`src/hdl/assert_macros.svh`:
```
// assertion helpers for the point query pipeline
`ifndef ASSERT_MACROS_SVH
`define ASSERT_MACROS_SVH

// antecedent in a cycle implies consequent in the same cycle
`define ASSERT_IMPL(lbl, ante, cons) \
	lbl: assert property (@(posedge clk) disable iff (!arst_n) (ante) |-> (cons)) \
	else $error("implication check failed");

// condition must never hold
`define ASSERT_NEVER(lbl, cond) \
	lbl: assert property (@(posedge clk) disable iff (!arst_n) !(cond)) \
	else $error("forbidden condition seen");

`endif

```
`src/hdl/nmq_pkg.sv`:
```
`timescale 1ns / 1ps
package nmq_pkg;

	localparam int CW    = 16;          // coordinate width, signed Q8.8
	localparam int IW    = 16;          // neighbour index width
	localparam int VW    = 3 * CW;      // packed vertex register width
	localparam int EW    = CW + 1;      // coordinate difference width
	localparam int PW    = 2 * EW;      // product of two differences
	localparam int DETW  = PW + 1;      // determinant and barycentric numerators
	localparam int NUMW  = DETW + EW + 1;
	localparam int TW    = CW + 3;      // ray top minus first vertex height
	localparam int LIMW  = DETW + TW;
	localparam int QW    = EW + 1;      // quotient bits, offset binary
	localparam int RW    = DETW + QW + 1;
	localparam int HW    = QW + 2;
	localparam int RAY_LIFT = 50 << 8;
	localparam int QOFS  = 1 << (QW - 1);
	localparam int HMAX  = (1 << (CW - 1)) - 1;
	localparam int HMIN  = -(1 << (CW - 1));

	typedef enum logic [2:0] {
		CFG_VERTEX_A    = 3'd0,
		CFG_VERTEX_B    = 3'd1,
		CFG_VERTEX_C    = 3'd2,
		CFG_NEIGHBOR_AB = 3'd3,
		CFG_NEIGHBOR_BC = 3'd4,
		CFG_NEIGHBOR_CA = 3'd5
	} cfg_idx_t;

	typedef enum logic [1:0] {
		EDGE_AB = 2'd0,
		EDGE_BC = 2'd1,
		EDGE_CA = 2'd2
	} edge_t;

	// geometry held steady from configuration
	typedef struct packed {
		logic signed [CW-1:0]   ax, ay, az;
		logic signed [CW-1:0]   bx, bz;
		logic signed [CW-1:0]   cx, cz;
		logic signed [EW-1:0]   dx_ab, dy_ab, dz_ab;
		logic signed [EW-1:0]   dx_bc, dy_bc, dz_bc;
		logic signed [EW-1:0]   dx_ca, dy_ca, dz_ca;
		logic signed [EW-1:0]   e2x, e2y, e2z;
		logic signed [DETW-1:0] det;
		logic signed [CW+1:0]   ysum;
		logic signed [IW-1:0]   nb_ab, nb_bc, nb_ca;
	} geo_t;

	// per-item result fields travelling alongside the divider
	typedef struct packed {
		logic                 in_tri;
		edge_t                exit_edge;
		logic signed [IW-1:0] nb;
		logic                 blocked;
		logic signed [EW-1:0] ex, ey, ez;
		logic                 hit;
		logic                 below;
	} side_t;

endpackage

```
`src/hdl/nmq_div.sv`:
```
`timescale 1ns / 1ps
module nmq_div import nmq_pkg::*; (
	input  logic            clk,
	input  logic            arst_n,
	input  logic            in_valid,
	input  side_t           in_side,
	input  logic [RW-1:0]   in_rem,
	input  logic [DETW-1:0] in_den,
	output logic            out_valid,
	output side_t           out_side,
	output logic [QW-1:0]   out_quot
);

	// one quotient bit per stage, most significant first; divisor is twice den
	logic            valid_s [QW];
	side_t           side_s  [QW];
	logic [RW-1:0]   rem_s   [QW];
	logic [DETW-1:0] den_s   [QW];
	logic [QW-1:0]   quot_s  [QW];

	genvar k;
	generate
		for (k = 0; k < QW; k++) begin : g_stage
			logic            v_in;
			side_t           s_in;
			logic [RW-1:0]   r_in;
			logic [DETW-1:0] d_in;
			logic [QW-1:0]   q_in;
			logic [RW-1:0]   dsh;
			logic            ge;

			if (k == 0) begin : g_first
				assign v_in = in_valid;
				assign s_in = in_side;
				assign r_in = in_rem;
				assign d_in = in_den;
				assign q_in = '0;
			end else begin : g_next
				assign v_in = valid_s[k-1];
				assign s_in = side_s[k-1];
				assign r_in = rem_s[k-1];
				assign d_in = den_s[k-1];
				assign q_in = quot_s[k-1];
			end

			// trial subtract against the shifted divisor
			assign dsh = RW'(d_in) << (QW - k);
			assign ge  = r_in >= dsh;

			always_ff @(posedge clk or negedge arst_n) begin
				if (!arst_n) begin
					valid_s[k] <= 1'b0;
				end else begin
					valid_s[k] <= v_in;
				end
			end

			always_ff @(posedge clk) begin
				side_s[k] <= s_in;
				den_s[k]  <= d_in;
				rem_s[k]  <= ge ? (r_in - dsh) : r_in;
				quot_s[k] <= {q_in[QW-2:0], ge};
			end
		end
	endgenerate

	assign out_valid = valid_s[QW-1];
	assign out_side  = side_s[QW-1];
	assign out_quot  = quot_s[QW-1];

endmodule

```
`config.mk`:
```
export PLATFORM = sky130hd
export DESIGN_NAME = nmq_div
export DESIGN_NICKNAME = d
export VERILOG_FILES = /design/src/hdl/assert_macros.svh /design/src/hdl/nmq_pkg.sv /design/src/hdl/nmq_div.sv
export SDC_FILE = /design/constraint.sdc
export NUM_CORES = 2
export LEC_CHECK = 0
export ABC_CLOCK_PERIOD_IN_PS = 7300
export BUFFER_PORTS_ARGS = -buffer_cell sky130_fd_sc_hd__buf_4
export CELL_PAD_IN_SITES_DETAIL_PLACEMENT = 1
export CELL_PAD_IN_SITES_GLOBAL_PLACEMENT = 1
export CORE_UTILIZATION = 53
export DETAILED_ROUTE_END_ITERATION = 8
export GPL_ROUTABILITY_DRIVEN = 0
export HOLD_SLACK_MARGIN = 0.03
export PLACE_DENSITY_LB_ADDON = 0.1
export SYNTH_ARGS = -nofsm -noshare
export SYNTH_HDL_FRONTEND = slang
export SYNTH_SLANG_ARGS = --single-unit
```
`constraint.sdc`:
```
create_clock -name clk -period 7.3 [get_ports clk]
set_input_delay 2.19 -clock clk [delete_from_list [all_inputs] [get_ports clk]]
set_output_delay 2.19 -clock clk [all_outputs]
set_load 0.005 [all_outputs]
```
==> summary.txt <==
Place
  • DP Cell Count: 12692
  • Area after DPL: 109000 um2
  • DP HPWL: 192000 um
  • # port buffers: 256

Critical path
  • CP Launch Point: in_rem[18]
  • Worst-path maximum fanout: 51
  • WP data arrival: 6.14 ns
  • R2R depth: 16
  • Reg-to-reg endpoint: rem_s[16][45]
  • Critical path capture point: rem_s[0][19]
  • CP endpoint kind: flip-flop
  • Startpoint types: input pin
  • R2R setup slack: 2.30 ns
  • Worst reg2reg startpoint: rem_s[15][2]
  • Critical path type: input pin to flip-flop
  • CP Data Required Time: 8.11 ns

Die
  • Core Area: 196000 um2
  • Initial Utilization: 53.6%
  • # IOs: 257
  • Die span in y: 447 um
  • Die Footprint: 199000 um2
  • FP Rows: 162
  • Die span in x: 447 um

Synthesis
  • Mean Syn Cell Area: 10.5 um2
  • Netlist cell types: 108
  • Synth cell count leaders: dfxtp_1, a21oi_1, inv_1, nand2_1, ha_1
  • Number of flops mapped to enable cells by yosys: 0
  • Post-synth net total: 10815
  • Synth Area in Compound Gates: 13.9%
  • Largest family of logic cells by synthesized area: compound AO/OA/AOI/OAI gates
  • Synth warn: 0
  • Post-synthesis xor/xnor area fraction: 5.62%
  • Synthesis-stage register bit count: 3016
  • Post-synthesis cell area: 105000 um2
  • Syn Inst Count: 10003
  • Synth top area share: 57.3%
  • Adder-Cell Fraction of Synth Area: 7.85%
  • Synth Flop Type: dfxtp_1
  • Cell with the most instances after synthesis: dfxtp_1
  • Synth area leaders: dfxtp_1, ha_1, a21oi_1, xnor2_1, inv_1
  • Register area share after synthesis: 57.7%
  • Top cell type by total area after synthesis: dfxtp_1
  • Mux share of post-synthesis cell area: 1.05%
  • Asr flop ratio synth: 0.597%
  • Simple-gate area share of the yosys netlist: 10.0%

Cells and area
  • Area Overhead vs Synth: 14.1%
  • Non-Filler Instances: 13231
  • Multi-input gate area: 40400 um2
  • Design area: 120000 um2
  • Layout net count: 11192
  • Storage cell area: 60500 um2
  • Layout cells sized above 1: 9.00%
  • FILL cells: 20708

Global route
  • Busiest grt layer: met2
  • Met1 usage: 30.1%
  • Tot GR Track Use: 27.6%
  • Overflow left after global routing: 0
  • Largest net degree at the start of global routing: 73
  • Grt met3 use: 4.58%
  • Initial antenna violation count: 6
  • Number of global-route vias before repair: 78722
  • Met2 Use GR: 50.8%
  • First-pass GRT wire length: 436000 um

STA
  • Unrepaired setup endpoints after global routing: no
  • Clock skew: 0.113 ns
  • Period minus WS final: 5.33 ns
  • Worst slew pin tran: 1.15 ns
  • Final worst path period share: 73.0%
  • Final hold viol count: 0
  • Fmax: 0.188 GHz
  • TNS Setup: 0 ns
  • Setup violators final: 0
  • Rel. slew slack: 22.4%
  • Pins Over Slew Limit: 0

Pwr
  • PD cells: 478 nW/um2
  • Peak VDD IR: 0.288 mV
  • Lkg Pwr: 53.6 nW

Clock network
  • Total CTS buffers: 310
  • H-tree Lvls: 5
  • Post-CTS sizing: 0
  • Postcts setup bufs: 0
  • Worst skew pair latency: 1.00 ns
  • CTS tree: yes
  • Sink Count: 3016
  • Clock transition at path regs: 0.06 ns
  • CTS Root Cell: clkbuf_16
  • Post-CTS Hold Buffers: 0
  • Longest Clk Path Bufs: 4

Drt
  • Routed vias/inst: 5.49
  • Initial detailed-routing violation count: 3617
  • Overall via count from detail_route: 72580
  • DRC: 0
  • TritonRoute pass-1 iters: 5
  • Final WL: 277000 um
  • Post-DRT Antenna Nets: 0
  • Avg WL per Cell: 20.9 um

Job
  • Max Cap Viol: 0

Outcome
  • Status: completed

Hold path
  • Worst Hold Class: flip-flop to flip-flop
## kinds of logic after synthesis
group / Yosys count
compound gates: 2328
xor+xnor: 672
mux: 97
simple gates: 2185
fa+ha+maj: 647
buf+inv: 1058
flops: 3016
## area by class of cell
class / instances / area share, %
Antenna cell: 3 / 0.00628
Clock buffer: 436 / 7.46
Clock inverter: 100 / 0.991
Inverter: 836 / 2.62
Multi-Input combinational cell: 5929 / 33.8
Sequential cell: 3016 / 50.6
Tap cell: 2624 / 2.75
Timing Repair Buffer: 287 / 1.81
## registers in the layout (all words and copies together) (netlist names)
signal	count
side_s	1314
rem_s	918
den_s	595
quot_s	171
g_stage.v_in	17
out_valid	1
## how the worst min path moves through the flow
| stage | startpoint | endpoint | slack [ns] | depth (start not counted) |
|---|---|---|---|---|
| 4_1_cts | quot_s[15][12] | quot_s[16][13] | 0.28 | 0 |
| 5_1_grt | quot_s[15][12] | quot_s[16][13] | 0.29 | 0 |
| 6_report | side_s[10][69] | side_s[11][69] | 0.29 | 0 |
| 3_5_place_dp | quot_s[7][5] | quot_s[8][6] | 0.31 | 0 |
| 2_1_floorplan | quot_s[9][9] | quot_s[10][10] | 0.31 | 0 |
| 3_3_place_gp | side_s[14][22] | side_s[15][22] | 0.31 | 0 |
## layout by cell type (no fill, tap or decap), types with 23 or more instances in the layout
master,Yosys,routed
clkbuf_8,0,56
clkbuf_1,166,64
a21oi_1,833,832
ha_1,630,630
buf_4,2,286
dfxtp_1,2998,2998
a211oi_1,49,49
bufinv_16,0,23
clkbuf_16,0,316
o211ai_1,38,38
o31ai_1,43,43
nand2b_1,75,75
inv_1,833,833
clkinv_2,0,43
nand3_1,139,139
and2_1,47,47
nor4_1,101,96
or4_1,23,23
or3_1,40,39
nand2_1,657,656
o21a_1,66,66
a31oi_1,68,68
nor2b_1,86,86
xnor2_1,386,386
a21o_1,358,358
nor3_1,117,117
o21ai_0,503,502
o21bai_1,99,99
xor2_1,286,286
and3_1,70,70
mux2_2,92,92
nor2_1,591,591
nand4_1,120,120
## metrics by stage
stage	setup WS, ns	total power [mW]	hold WS, ns	utilization, %
final	1.97	57.1	0.286	61.1
after global routing	1.80	60.5	0.290	61.1
after CTS	2.05	57.3	0.279	61.1
after detailed placement	1.12	40.9	0.313	56.0
after global placement	1.30	40.1	0.310	55.9
after floorplan	2.22	35.6	0.310	-
## layer usage
layer / wire length, um / vias up
met3: 11000 / 726
met4: 15000 / 2
met5: 13 / -
met2: 142000 / 1594
met1: 109000 / 35375
li1: - / 34883
## critical path: stages
cell	delay (ns)
buf_4	0.12
inv_1	0.07
ha_1	0.21
inv_1	0.07
fa_1	0.41
a21o_1	0.18
a21oi_1	0.31
o21ai_0	0.25
a21oi_1	0.35
o41ai_2	0.20
and3_1	0.23
nor2_1	0.19
a31oi_2	0.21
a21boi_4	0.45
buf_12	0.29
mux2_2	0.37
## power breakdown
| group | internal (mW) | switching, mW | leakage [nW] | total (mW) |
|---|---|---|---|---|
| combinational | 8.24 | 11.4 | 23.2 | 19.7 |
| clock | 9.32 | 6.46 | 4.95 | 15.8 |
| sequential | 19.6 | 2.11 | 25.5 | 21.7 |
| total | 37.2 | 20.0 | 53.6 | 57.1 |
(Power assumes the default switching activity.)
